$ cat config.mk
export PLATFORM = sky130hd
export DESIGN_NAME = tmau_ctrl
export DESIGN_NICKNAME = d
export VERILOG_FILES = /design/src/design/tmau_pkg.sv /design/src/design/tmau_ctrl.sv
export SDC_FILE = /design/constraint.sdc
export NUM_CORES = 1
export LEC_CHECK = 0
export BUFFER_PORTS_ARGS = -buffer_cell sky130_fd_sc_hd__buf_2
export CAP_MARGIN = 20
export CELL_PAD_IN_SITES_DETAIL_PLACEMENT = 0
export CELL_PAD_IN_SITES_GLOBAL_PLACEMENT = 1
export CORE_MARGIN = 4
export CORE_UTILIZATION = 35
export DETAILED_ROUTE_END_ITERATION = 16
export GPL_ROUTABILITY_DRIVEN = 0
export PLACE_DENSITY_LB_ADDON = 0.08
export SLEW_MARGIN = 20
export SYNTH_ARGS = -nofsm -noshare
export SYNTH_HDL_FRONTEND = slang
export SYNTH_SLANG_ARGS = --single-unit
$ cat constraint.sdc
create_clock -name clk_i -period 2.1 [get_ports clk_i]
set_clock_uncertainty 0.1 [all_clocks]
set_input_delay 0.525 -clock clk_i [delete_from_list [all_inputs] [get_ports clk_i]]
set_output_delay 0.525 -clock clk_i [all_outputs]
set_load 0.05 [all_outputs]
$ cat src/design/tmau_pkg.sv
`timescale 1ns / 1ps
// ----------------------------------------------------------------------------
// tmau_pkg
// Shared types, constants and control records of the topic message update.
// ----------------------------------------------------------------------------
package tmau_pkg;

  // Default sizes of the tables.
  localparam int TOPICS_DEF      = 16;
  localparam int VOCAB_DEF       = 1024;
  localparam int DOCS_DEF        = 256;
  localparam int TOKEN_SLOTS_DEF = 4096;

  // Fixed field and arithmetic widths.
  localparam int CFG_W     = 32;
  localparam int TOPIC_W   = 4;
  localparam int MSG_W     = 17;
  localparam int DIV_NW    = 49;
  localparam int DIV_DW    = 41;
  localparam int DIV_CNT_W = 6;

  localparam logic [MSG_W-1:0] ONE_Q16 = 17'h10000;
  localparam logic [31:0]      MAX32   = 32'hFFFF_FFFF;
  localparam logic [35:0]      MAX36   = 36'hF_FFFF_FFFF;
  localparam logic [39:0]      MAX40   = 40'hFF_FFFF_FFFF;

  // Configuration register indexes.
  typedef enum logic [1:0] {
    CFG_ALPHA      = 2'd0,
    CFG_BETA       = 2'd1,
    CFG_VOCAB_BETA = 2'd2
  } cfg_reg_e;

  typedef enum logic {
    OP_LOAD   = 1'b0,
    OP_UPDATE = 1'b1
  } opcode_e;

  typedef struct packed {
    logic       opcode;
    logic [9:0] word_index;
    logic [7:0] doc_index;
    logic [11:0] token_slot;
    logic [7:0] count;
    logic [3:0] initial_topic;
  } in_item_t;

  typedef struct packed {
    logic [TOPIC_W-1:0] topic;
    logic [MSG_W-1:0]   message;
    logic               last;
  } out_item_t;

  // Commands from the controller to the datapath.
  typedef struct packed {
    logic latch_in;
    logic ld_wr;
    logic msg_wr;
    logic p1_sub;
    logic div_start;
    logic div_norm;
    logic ratio_load;
    logic mul;
    logic acc;
    logic p2_wb;
    logic k_inc;
    logic k_zero;
  } cmd_t;

  // Status from the datapath to the controller.
  typedef struct packed {
    logic clr_done;
    logic in_ok;
    logic in_op;
    logic k_last;
    logic div_done;
    logic out_free;
  } status_t;

  typedef enum logic [12:0] {
    ST_CLEAR   = 13'b0000000000001,
    ST_IDLE    = 13'b0000000000010,
    ST_LD_RD   = 13'b0000000000100,
    ST_LD_WR   = 13'b0000000001000,
    ST_LD_MSG  = 13'b0000000010000,
    ST_P1_RD   = 13'b0000000100000,
    ST_P1_SUB  = 13'b0000001000000,
    ST_P1_DIV  = 13'b0000010000000,
    ST_P1_WAIT = 13'b0000100000000,
    ST_P1_MUL  = 13'b0001000000000,
    ST_P1_ACC  = 13'b0010000000000,
    ST_P2_DIV  = 13'b0100000000000,
    ST_P2_WAIT = 13'b1000000000000
  } state_e;

endpackage

$ cat src/design/tmau_ctrl.sv
`timescale 1ns / 1ps
// ----------------------------------------------------------------------------
// tmau_ctrl
// Sequencer for load and update items; drives the datapath by commands.
// ----------------------------------------------------------------------------
module tmau_ctrl (
  input  logic               clk_i,
  input  logic               rst_ni,
  input  logic               in_valid_i,
  output logic               in_stall_o,
  input  tmau_pkg::status_t  status_i,
  output tmau_pkg::cmd_t     cmd_o
);

  import tmau_pkg::*;

  state_e state_q, state_d;
  logic   accept;

  assign in_stall_o = (state_q != ST_IDLE);
  assign accept     = in_valid_i && (state_q == ST_IDLE);

  // Next state and commands.
  always_comb begin
    state_d = state_q;
    cmd_o   = '0;
    unique case (state_q)
      ST_CLEAR: begin
        if (status_i.clr_done) state_d = ST_IDLE;
      end
      ST_IDLE: begin
        if (accept) begin
          cmd_o.latch_in = 1'b1;
          if (!status_i.in_ok) state_d = ST_IDLE;
          else if (status_i.in_op == OP_LOAD) state_d = ST_LD_RD;
          else state_d = ST_P1_RD;
        end
      end
      ST_LD_RD: state_d = ST_LD_WR;
      ST_LD_WR: begin
        cmd_o.ld_wr  = 1'b1;
        cmd_o.k_zero = 1'b1;
        state_d      = ST_LD_MSG;
      end
      ST_LD_MSG: begin
        cmd_o.msg_wr = 1'b1;
        cmd_o.k_inc  = 1'b1;
        if (status_i.k_last) state_d = ST_IDLE;
      end
      ST_P1_RD: state_d = ST_P1_SUB;
      ST_P1_SUB: begin
        cmd_o.p1_sub = 1'b1;
        state_d      = ST_P1_DIV;
      end
      ST_P1_DIV: begin
        cmd_o.div_start = 1'b1;
        state_d         = ST_P1_WAIT;
      end
      ST_P1_WAIT: begin
        if (status_i.div_done) begin
          cmd_o.ratio_load = 1'b1;
          state_d          = ST_P1_MUL;
        end
      end
      ST_P1_MUL: begin
        cmd_o.mul = 1'b1;
        state_d   = ST_P1_ACC;
      end
      ST_P1_ACC: begin
        cmd_o.acc = 1'b1;
        if (status_i.k_last) begin
          cmd_o.k_zero = 1'b1;
          state_d      = ST_P2_DIV;
        end else begin
          cmd_o.k_inc = 1'b1;
          state_d     = ST_P1_RD;
        end
      end
      ST_P2_DIV: begin
        cmd_o.div_start = 1'b1;
        cmd_o.div_norm  = 1'b1;
        state_d         = ST_P2_WAIT;
      end
      ST_P2_WAIT: begin
        cmd_o.div_norm = 1'b1;
        if (status_i.div_done && status_i.out_free) begin
          cmd_o.p2_wb = 1'b1;
          cmd_o.k_inc = 1'b1;
          state_d     = status_i.k_last ? ST_IDLE : ST_P2_DIV;
        end
      end
      default: state_d = ST_CLEAR;
    endcase
  end

  always_ff @(posedge clk_i or negedge rst_ni) begin
    if (!rst_ni) begin
      state_q <= ST_CLEAR;
    end else begin
      state_q <= state_d;
    end
  end

endmodule

; ---- Word-level counts from Yosys, hierarchy flattened
; Index checks and enable logic that the tools add are counted.
[totals]
word_cells = 52
input_bits = 9
rom_bits = 0
latch_bits = 0
ff_bits = 13
mem_bits_rw = 0
mem_count = 0
out_inout_bits = 13
[op_classes]
eq_ne = 19
muxes = 27
bitwise = 0
add_sub_neg = 0
shift = 0
div = 0
n_mul = 0
magnitude_cmp = 0
n_reduce_logical = 5
[ops]
columns = cell, count
row1 = 13-bit case mux with 13 select lines, 1
row2 = 13-bit 2-to-1 mux, 6
row3 = 12-bit 2-to-1 mux, 2
row4 = 1-bit 2-to-1 mux, 14
row5 = "13-bit by 1-bit == test with 1-bit output, second input constant", 1
row6 = "13-bit by 10-bit == test with 1-bit output, second input constant", 1
row7 = "13-bit by 11-bit == test with 1-bit output, second input constant", 1
row8 = "13-bit by 12-bit == test with 1-bit output, second input constant", 1
row9 = "13-bit == test, second input constant", 1
row10 = "13-bit by 2-bit == test with 1-bit output, second input constant", 1
row11 = "13-bit by 3-bit == test with 1-bit output, second input constant", 1
row12 = "13-bit by 4-bit == test with 1-bit output, second input constant", 1
row13 = "13-bit by 5-bit == test with 1-bit output, second input constant", 1
row14 = "13-bit by 6-bit == test with 1-bit output, second input constant", 1
row15 = "13-bit by 7-bit == test with 1-bit output, second input constant", 1
row16 = "13-bit by 8-bit == test with 1-bit output, second input constant", 1
row17 = "13-bit by 9-bit == test with 1-bit output, second input constant", 1
row18 = "13-bit by 2-bit inequality test with 1-bit output, second input constant", 1
row19 = "2-bit inequality test, second input constant", 5
row20 = 6-bit 2-to-1 mux, 1
row21 = 5-bit AND reduction, 1
row22 = 2-bit OR reduction, 2
row23 = 1-bit case mux with 3 select lines, 1
row24 = 1-bit logical AND, 2
row25 = 2 further kinds, 2

; ---- Depth between registers and ports, before layout
[depth]
ltp_word = 4
ltp_mapped = 6
ltp_nobuf = 5

; ---- Worst setup path before layout
; OpenSTA, ideal clock, no wires.
[synth_path]
path_type = reg-to-output
start = register state_q[4]
end = output port cmd_o[4] (netlist name)
stages_incl_launch_ff = 5
arrival_ns = 2.636
path_buffers = 1
required_ns = 1.475
setup_slack_ns = -1.161
cell_sequence = dfrtp_1 -> buf_6 -> nor4_4 -> nand2_1 -> nor4_1
[synth_lines]
columns = item, line
row1 = "start, declared", tmau_ctrl.sv:17  ; state_e state_q, state_d;
row2 = "start signal, assigned", tmau_ctrl.sv:100  ; state_q <= state_d;
row3 = "end, declared", tmau_ctrl.sv:12  ; output tmau_pkg::cmd_t cmd_o

==> out/metrics.yaml <==
outcome: "complete, but fails checks"
violations: "setup timing"
track_usage: 0.209
routed_wl_um: 3560
top_register: "state_q"
final_common_cell: "buf_4"
max_freq_mhz: 382
n_fill_cell: 226
drc: 0
regArea_sq_um: 327
syn2layout_area_growth_pct: 87.1
clock-root-buffer: "clkbuf_4"
grt_setup_unrepaired: "yes"
slew-limit-headroom: 0.738
synth_area_sq_um: 1020
setup_slack_ps: -519
p_leak_nw: 0.871
synth_fp_nets: 126
fin_crit_sh: 1.25
finalSetupViolations: 18
crit_fanout: 3
numCtsBuffers: 3
worstReg2RegEnd: "state_q[0]$_DFFE_PN1P_"
postCtsHoldBufs: 0
fin_tns_setup_ps: -5540
reg2reg_slack_ps: -210
overflow: 0
post-dp-hpwl_um: 2560
end_kind: "output port"
cap_violations: 0
start_util: 0.369
synth_warnings: 0
synthesis.instances: 117
clk_latency_ps: 290
ys_seq_area_frac: 0.321
cts.clk_slew.worst_paths_ps: 90
clock_tree.buffer_depth: 2
cts.sinks: 13
crit_path_start_kind: "register"
synth_simple_gate_area_frac: 0.423
ant_nets: 0
io_pins: 22
viasPerCell: 5.45
slew_violations: 0
critical_path.max_stage_delay_ps: 430
drtIter0Drc: 51
die_area_sq_um: 3830
dieWidth_um: 61.9
peakVddDrop_uv: 653
grt_pass1_wl_um: 5710
cp_slowest_cell: "or3b_4"
design_area_sq_um: 1900
ys_types: 41
cp_cell_sequence: "or3_4, nor3_4, nand3_2, or3b_4, clkinvlp_4, buf_8"
antenna_found_initial: 0
period_needed_ps: 2620
ys_ff_latch: 13
synth_fa_ha_area_frac: 0
htree_levels: 1
die_y_um: 61.9
fin_nets: 199
io_buffers: 21
r2r_start: "state_q[5]$_DFFE_PN0P_"
cp_data_arrival_time_ps: 1990
reg2reg_depth: 10
final_cell_mix: "buf_4 (44), buf_6 (14), dfrtp_1 (12)"
tritoncts: "built"
synth-xor-area-share: 0.0517
synth_edf_count: 0
syn_area_per_cell_sq_um: 8.69
num_rows: 19
power.total_mw: 1.59
grt_pass1_vias: 1186
async_reset_ff_frac: 1.00
coreArea_sq_um: 2760
hold_path.class: "in2async"
drive_gt1_frac: 0.603
reg_top3: "state_q: 13 flops"
worstPathRequired_ps: 1470
synth_top_family_by_area: "simple AND/OR/NAND/NOR gates"
critical_path_class: "reg2out"
routedWlPerCell_um: 16.2
multi_input_area_sq_um: 800
n_antenna_cell: 0
largest_reg_flops: 13
synth_compound_area_frac: 0.125
holdWs_ps: 19.4
num_vias: 1200
grt_max_degree: 14
synth.area.mux_share: 0.0148
final-hold-violation-count: 0
cellPowerDensity_nw_per_um2: 836
tightest_slew_ps: 389
firstDrtPassIters: 4
ys.flop_type: "dfrtp_1"
place_area_sq_um: 1500
## metal layers
layer,up-vias,wire [um],GRT usage
met5,-,0,0
met2,34,1850,0.365
met4,0,96,0.0970
met3,11,124,0.0331
met1,573,1490,0.250
li1,582,-,-
## report_power, final
group / switching [mW] / internal [mW]
Clock: 0.0982 / 0.0738
Combinational: 0.480 / 0.619
Sequential: 0.0330 / 0.287
## metrics by stage
stage	worst slack, ps	utilization	std cells
CTS	-506	0.663	215
floorplan	-516	-	117
finish	-519	0.690	220
detailed placement	-324	0.543	201
global placement	-299	0.543	201
global route	-609	0.690	220
## synthesized netlist by cell type (4+ instances only)
library cell  number  area (sq um)
nor2b_1            4          25.0
inv_1              6          22.5
nand2_1           12          45.0
clkbuf_1           5          18.8
nor2_1             9          33.8
nor4_1             5          31.3
nor3_1             8          40.0
dfrtp_1           12           300
## cell families after synthesis
kind of cell	Yosys count
DFF	13
AOI/OAI and AO/OA	16
buffers and inverters	14
and+or+nand+nor	67
muxes	1
xor gates and xnor gates	6
## worst max path at each step
| stage | end | from | cells after the start | slack [ps] |
|---|---|---|---|---|
| after global routing | cmd_o[10] | state_q[11]$_DFFE_PN0P_ | 6 | -610 |
| after global placement | cmd_o[1] | state_q[5]$_DFFE_PN0P_ | 7 | -300 |
| final | cmd_o[10] | state_q[11]$_DFFE_PN0P_ | 6 | -520 |
| after detailed placement | cmd_o[0] | state_q[11]$_DFFE_PN0P_ | 6 | -320 |
| after CTS | cmd_o[10] | state_q[11]$_DFFE_PN0P_ | 6 | -510 |
| after floorplan | cmd_o[1] | state_q[5]$_DFFE_PN0P_ | 4 | -520 |
## critical path, delay by kind of cell (launching register included)
kind,cells,cell delay [ps]
simple gates,4,1080
flops,1,400
buf+inv,2,220
## area by class of cell
class / count / share of cell area
multi-input combinational: 90 / 0.420
timing repair buffer: 76 / 0.356
sequential: 13 / 0.172
tap: 31 / 0.0204
inverter: 6 / 0.0178
clock buffer: 4 / 0.0138
## repair_timing
item | CTS | global route
setup endpoints to repair | 14 | 17
endpoints found under the hold margin | 0 | 0
buffers inserted | 10 | 5
pin swaps | 11 | 7
gates resized for setup | 57 | 9
Power figures use the tool's default switching activity.
